==> config.mk <==
export PLATFORM = sky130hd
export DESIGN_NAME = button_debounce_short_long_press_unit
export DESIGN_NICKNAME = d
export VERILOG_FILES = /design/src/hdl/bdsl_pkg.sv /design/src/hdl/button_debounce_short_long_press_unit.sv /design/src/hdl/bdsl_poll.sv
export SDC_FILE = /design/constraint.sdc
export NUM_CORES = 1
export LEC_CHECK = 0
export ABC_CLOCK_PERIOD_IN_PS = 6100
export CAP_MARGIN = 25
export CORE_AREA = 2 2 147 149
export DETAILED_ROUTE_END_ITERATION = 12
export DIE_AREA = 0 0 149 151
export DONT_BUFFER_PORTS = 1
export PLACE_DENSITY = 0.6
export SYNTH_ARGS = -nofsm -noshare
export SYNTH_HDL_FRONTEND = slang
export SYNTH_SLANG_ARGS = --single-unit
==> constraint.sdc <==
create_clock -name clk -period 6.1 [get_ports clk]
set_input_delay 0.915 -clock clk [delete_from_list [all_inputs] [get_ports clk]]
set_output_delay 0.915 -clock clk [all_outputs]
set_load 0.03 [all_outputs]
==> src/hdl/bdsl_pkg.sv <==
// Shared types and constants for the button debounce / press detection block.
package bdsl_pkg;

    localparam int TIME_W = 32;
    localparam int CFG_W  = 16;
    localparam int CFG_IDX_W = 1;
    localparam int EV_W   = 2;

    // Configuration register indexes
    localparam logic [CFG_IDX_W-1:0] REG_DEBOUNCE   = 1'd0;
    localparam logic [CFG_IDX_W-1:0] REG_LONG_PRESS = 1'd1;

    localparam logic [CFG_W-1:0] DEBOUNCE_RESET   = 16'd20;
    localparam logic [CFG_W-1:0] LONG_PRESS_RESET = 16'd600;

    // Event codes
    localparam logic [EV_W-1:0] EV_NONE    = 2'd0;
    localparam logic [EV_W-1:0] EV_C_SHORT = 2'd1;
    localparam logic [EV_W-1:0] EV_C_LONG  = 2'd2;
    localparam logic [EV_W-1:0] EV_A_PRESS = 2'd3;

    typedef struct packed {
        logic [TIME_W-1:0] now_ms;
        logic              c_level;
        logic              a_level;
    } poll_t;

    typedef struct packed {
        logic [CFG_W-1:0] debounce_time;
        logic [CFG_W-1:0] long_press_time;
    } cfg_t;

endpackage

==> src/hdl/button_debounce_short_long_press_unit.sv <==
// Top level of the two-button debouncer with short / long press detection.
// Each request is one poll: a millisecond timestamp plus raw levels of
// buttons C and A; each poll yields exactly one event code (0 none, 1 C short
// press, 2 C long press, 3 A press). A poll is captured in an input register,
// evaluated combinationally against the debounce state, and the event lands
// in an output register, so one poll per clock is sustained while the output
// is not stalled. The rate is set by the single evaluation stage (two 32-bit
// subtract-and-compare paths). When the output is stalled the input register
// still takes one more poll before in_stall rises. Configuration (debounce_time
// at index 0, long_press_time at index 1) is written through cfg_we /
// cfg_index / cfg_data and must only change while no poll is in flight.
module button_debounce_short_long_press_unit (
    input  logic                            clk,
    input  logic                            rst_n,
    input  logic                            cfg_we,
    input  logic [bdsl_pkg::CFG_IDX_W-1:0]  cfg_index,
    input  logic [bdsl_pkg::CFG_W-1:0]      cfg_data,
    input  logic                            in_valid,
    output logic                            in_stall,
    input  logic [bdsl_pkg::TIME_W-1:0]     now_ms,
    input  logic                            c_level,
    input  logic                            a_level,
    output logic                            out_valid,
    input  logic                            out_stall,
    output logic [bdsl_pkg::EV_W-1:0]       event_code
);
    import bdsl_pkg::*;

    cfg_t             cfg_reg;
    poll_t            poll_reg;
    logic             poll_valid_reg;
    logic             out_valid_reg;
    logic [EV_W-1:0]  event_reg;
    logic [EV_W-1:0]  event_next;
    logic             step;

    // evaluate the held poll whenever the output register is free or draining
    assign step     = poll_valid_reg && (!out_valid_reg || !out_stall);
    assign in_stall = poll_valid_reg && !step;

    // configuration registers
    always_ff @(posedge clk or negedge rst_n)
    begin
        if (!rst_n) begin
            cfg_reg.debounce_time   <= DEBOUNCE_RESET;
            cfg_reg.long_press_time <= LONG_PRESS_RESET;
        end else if (cfg_we) begin
            unique case (cfg_index)
                REG_DEBOUNCE:   cfg_reg.debounce_time   <= cfg_data;
                REG_LONG_PRESS: cfg_reg.long_press_time <= cfg_data;
                default: ;
            endcase
        end
    end

    // input register
    always_ff @(posedge clk or negedge rst_n)
    begin
        if (!rst_n) begin
            poll_valid_reg <= 1'b0;
        end else if (!in_stall) begin
            poll_valid_reg <= in_valid;
        end
    end

    always_ff @(posedge clk)
    begin
        if (in_valid && !in_stall) begin
            poll_reg.now_ms  <= now_ms;
            poll_reg.c_level <= c_level;
            poll_reg.a_level <= a_level;
        end
    end

    bdsl_poll u_poll (
        .clk        (clk),
        .rst_n      (rst_n),
        .step       (step),
        .poll       (poll_reg),
        .cfg        (cfg_reg),
        .event_code (event_next)
    );

    // output register
    always_ff @(posedge clk or negedge rst_n)
    begin
        if (!rst_n) begin
            out_valid_reg <= 1'b0;
        end else if (!out_valid_reg || !out_stall) begin
            out_valid_reg <= step;
        end
    end

    always_ff @(posedge clk)
    begin
        if (step) begin
            event_reg <= event_next;
        end
    end

    assign out_valid  = out_valid_reg;
    assign event_code = event_reg;

endmodule

==> src/hdl/bdsl_poll.sv <==
// Debounce state and event decision for one poll of buttons C and A.
module bdsl_poll (
    input  logic                       clk,
    input  logic                       rst_n,
    input  logic                       step,
    input  bdsl_pkg::poll_t            poll,
    input  bdsl_pkg::cfg_t             cfg,
    output logic [bdsl_pkg::EV_W-1:0]  event_code
);
    import bdsl_pkg::*;

    logic              c_held_reg, c_held_next;
    logic              a_held_reg, a_held_next;
    logic [TIME_W-1:0] c_edge_time_reg, c_edge_time_next;
    logic [TIME_W-1:0] a_edge_time_reg, a_edge_time_next;
    logic              long_reported_reg, long_reported_next;

    logic [TIME_W-1:0] c_diff;
    logic [TIME_W-1:0] a_diff;
    logic              c_change;
    logic              a_change;
    logic              c_short;
    logic              c_long;
    logic              lr_mid;
    logic              long_due;

    assign c_diff = poll.now_ms - c_edge_time_reg;
    assign a_diff = poll.now_ms - a_edge_time_reg;

    assign c_change = (poll.c_level != c_held_reg) &&
                      (c_diff >= {{(TIME_W-CFG_W){1'b0}}, cfg.debounce_time});
    assign a_change = (poll.a_level != a_held_reg) &&
                      (a_diff >= {{(TIME_W-CFG_W){1'b0}}, cfg.debounce_time});

    // after an accepted C edge the elapsed time restarts at zero
    assign long_due = c_change ? (cfg.long_press_time == '0)
                               : (c_diff >= {{(TIME_W-CFG_W){1'b0}}, cfg.long_press_time});
    assign lr_mid   = (c_change && poll.c_level) ? 1'b0 : long_reported_reg;
    assign c_short  = c_change && !poll.c_level && !long_reported_reg;
    assign c_long   = !c_short && c_held_next && !lr_mid && long_due;

    always_comb
    begin
        c_held_next        = c_change ? poll.c_level : c_held_reg;
        c_edge_time_next   = c_change ? poll.now_ms : c_edge_time_reg;
        long_reported_next = lr_mid | c_long;
        a_held_next        = a_held_reg;
        a_edge_time_next   = a_edge_time_reg;
        event_code         = EV_NONE;
        if (c_short) begin
            event_code = EV_C_SHORT;
        end else if (c_long) begin
            event_code = EV_C_LONG;
        end else if (a_change) begin
            // A is only sampled when C had nothing to say
            a_held_next      = poll.a_level;
            a_edge_time_next = poll.now_ms;
            if (poll.a_level) begin
                event_code = EV_A_PRESS;
            end
        end
    end

    always_ff @(posedge clk or negedge rst_n)
    begin
        if (!rst_n) begin
            c_held_reg        <= 1'b0;
            a_held_reg        <= 1'b0;
            c_edge_time_reg   <= '0;
            a_edge_time_reg   <= '0;
            long_reported_reg <= 1'b0;
        end else if (step) begin
            c_held_reg        <= c_held_next;
            a_held_reg        <= a_held_next;
            c_edge_time_reg   <= c_edge_time_next;
            a_edge_time_reg   <= a_edge_time_next;
            long_reported_reg <= long_reported_next;
        end
    end

endmodule

==> out/qor.csv <==
stage,metric,value,unit
routing,TritonRoute pass-1 iters,5,
layout,ANT cells,0,
status,status,"finished, final reports clean",
floorplanning,Core Area,0.0208,mm2
clock_tree,clock buffer count from CTS,17,
logic_synthesis,Main synth FF type,dfrtp_1,
clock_tree,CTS Buffer Depth,2,
sta,Clock Skews,0.0127,ns
floorplanning,die width,149,um
grt,vias in the first global route,7566,
logic_synthesis,Syn Std Cell Area,0.0103,mm2
logic_synthesis,Synth cell types,77,
place,instance area at placement,0.0105,mm2
logic_synthesis,Cells after Synth,1077,
clock_tree,hold-fix buffers at CTS,0,
floorplanning,site row count,53,
routing,DR vias/cell,5.85,
sta,endpoints failing hold,0,
sta,Slew HR,40.4,%
logic_synthesis,Synth Area in Adders,13.7,%
logic_synthesis,Simple-Gate Fraction of Synth Area,13.4,%
grt,global-route wire length before repair,39800,um
critical_path,Worst Path Max Fanout,14,
floorplanning,Starting Density,49.6,%
logic_synthesis,Synthesized Nets,1245,
clock_tree,cts repair resizes,0,
sta,Max Fclk,177,MHz
layout,nets,1238,
power,Max IR drop VDD,196,uV
routing,top layer in use,met4,
clock_tree,post-CTS setup buffers,0,
logic_synthesis,compound-cell area share of the yosys netlist,17.6,%
sta,setup violators final,0,
logic_synthesis,post-synthesis mux area share,10.6,%
logic_synthesis,"Seq/Total Area, Yosys",35.0,%
critical_path,Setup crit end kind,register,
place,# port buffers,0,
sta,setup TNS,0,ns
grt,gr usage total,22.9,%
sta,minimum clock period,5.64,ns
clock_tree,Sink Count,137,
routing,drt total wl,24900,um
routing,Metal-1 WL,12600,um
logic_synthesis,largest family of logic cells by synthesized area,compound AO/OA/AOI/OAI gates,
critical_path,slowest CP cell,edfxtp_1,
critical_path,"Largest stage delay, worst path",0.41,ns
grt,antenna violations before repair,0,
clock_tree,CTS root buf,clkbuf_16,
routing,starting DRC count in detailed routing,611,
sta,hold slack,0.171,ns
power,P_leak,5.03,nW
floorplanning,Die ar.,0.0225,mm2
power,PwrDens,524,mW/mm2
clock_tree,"Clk Latency, worst-skew pair",0.44,ns
clock_tree,"Reg clk slew, reported paths",0.06,ns
floorplanning,I/O Pins,60,
layout,Layout area overhead,8.07,%
worst_hold_path,Hold WC Path Type,in2async,
clock_tree,H-tree levels,4,
routing,met2 routed WL,10600,um
routing,met3 routed WL,1310,um
grt,pin count of the biggest net entering global routing,102,
layout,Final Cell Area,0.0112,mm2
place,GP Congestion,0.933,
logic_synthesis,post-synthesis area per instance,9.59,um2
layout,Layout Utilization,53.6,%
logic_synthesis,asr flop ratio synth,73.7,%
sta,Worst-Margin Slew,0.894,ns
place,DP HPWL,19200,um
critical_path,worst path cell trace,inv_1 > ha_1 > inv_1 > fa_1 > a211oi_1 > o21ai_0 > nand3_1 > and2_0 > or2_2 > nand2_1 > xor2_1 > ha_1 > a21o_1 > a21oi_1 > o2111ai_1 > or3_1 > a2111oi_0 > nand4_1 > nor4_1 > nand4_1 > or4b_2 > buf_4 > mux2_2,
sta,unrepaired setup endpoints after global routing,no,
grt,global route total overflow,0,
logic_synthesis,Post-synth EDFFs,36,
critical_path,CP required,6.42,ns
logic_synthesis,Post-Synth XOR/XNOR Area,3.56,%
layout,share of cells above drive strength 1,13.9,%
sta,fin crit share,92.5,%
routing,Final ANT Viol Nets,0,
critical_path,crit path DAT,5.96,ns
run,max_cap viols,0,
sta,Max Slew Vio Count,0,
logic_synthesis,Yosys reg bits,137,
routing,total number of vias,7947,
layout,Largest register FFs,34,
routing,DR WL/cell,18.3,um
floorplanning,Die Y,151,um
logic_synthesis,Synth Warn #,0,
critical_path,r2r setup slk,0.46,ns
critical_path,CP Launch Type,register,
routing,drt drc,0,
clock_tree,CTS tree,yes,
critical_path,CP Class,reg2reg,
-- worst max-delay path: cells and delay by family (launching register included) --
kind,cells,cell delay [ns]
buf+inv,3,0.45
flops,1,0.41
mux,1,0.37
compound gates,6,1.26
fa+ha+maj,3,0.88
simple gates,9,2.01
xor+xnor,1,0.16
-- final cells by class --
| type | count | area [um2] |
|---|---|---|
| fill | 1895 | 9660 |
| multi-input combinational | 795 | 6090 |
| sequential | 137 | 3620 |
| clock buffer | 18 | 439 |
| inverter | 111 | 417 |
| tap | 275 | 344 |
| clock inverter | 14 | 161 |
| timing repair buffer | 8 | 88.8 |
-- final timing paths --
| check | depth (start not counted) | from | to |
|---|---|---|---|
| max | 23 | poll_reg[2] | u_poll.a_edge_time_reg[31] |
| min | 0 | rst_n | cfg_reg[19] |
| max reg2reg | 23 | poll_reg[2] | u_poll.a_edge_time_reg[31] |
| min reg2reg | 1 | poll_valid_reg | out_valid |
| max in group asynchronous | 0 | rst_n | cfg_reg[6] |
| min in group clk | 1 | poll_valid_reg | out_valid |
-- stage by stage --
step / power [mW] / std cells / setup WS [ns]
2_1_floorplan: 4.05 / 1077 / 1.26
4_1_cts: 5.85 / 1357 / 0.415
6_report: 5.84 / 1358 / 0.457
3_3_place_gp: 4.71 / 1325 / 0.603
5_1_grt: 6.35 / 1358 / 0.0687
3_5_place_dp: 4.75 / 1325 / 0.431
-- where the power goes --
part           switching [mW]  internal [mW]  leakage [nW]
logic                    1.89           1.50          3.21
clock network           0.451          0.623         0.290
registers               0.170           1.20          1.53
total                    2.51           3.33          5.03
-- synth_stat cells (8+ instances only) --
cell	number	area, um2
nor2_1	55	206
nand2b_1	10	62.6
and2_1	9	56.3
a21o_1	26	195
mux2_2	54	608
clkbuf_1	23	86.3
nor3_1	24	120
inv_1	111	417
nand4_1	20	125
mux2_4	29	435
o21ai_0	56	280
dfrtp_1	95	2380
o211ai_1	13	97.6
nor2b_1	10	62.6
nand3_1	22	110
nand2_1	85	319
a21oi_1	69	345
a211oi_1	20	150
xnor2_1	24	210
ha_1	110	1380
o21a_1	13	97.6
or3_1	8	50.1
edfxtp_1	36	1080
xor2_1	18	158
-- per-layer routing --
layer / up-vias / track usage [%]
li1: 3910 / -
met1: 3797 / 34.1
met2: 210 / 34.3
met3: 30 / 4.37
met4: 0 / 5.67
met5: - / 0
-- kinds of logic (layout without fill, tap and decap cells) --
| kind of cell | after synthesis | in the layout |
|---|---|---|
| simple gates | 278 | 278 |
| compound gates | 275 | 275 |
| buf+inv | 145 | 151 |
| flops | 137 | 137 |
| fa+ha+maj | 112 | 112 |
| mux | 88 | 88 |
| xor+xnor | 42 | 42 |
-- cells in the final DEF (no fill, tap or decap), types with 26 or more instances in the layout --
master,count
inv_1,111
ha_1,110
dfrtp_1,95
nand2_1,85
a21oi_1,69
o21ai_0,56
nor2_1,54
mux2_2,54
edfxtp_1,36
mux2_4,29
a21o_1,26
Power figures use the tool's default switching activity.
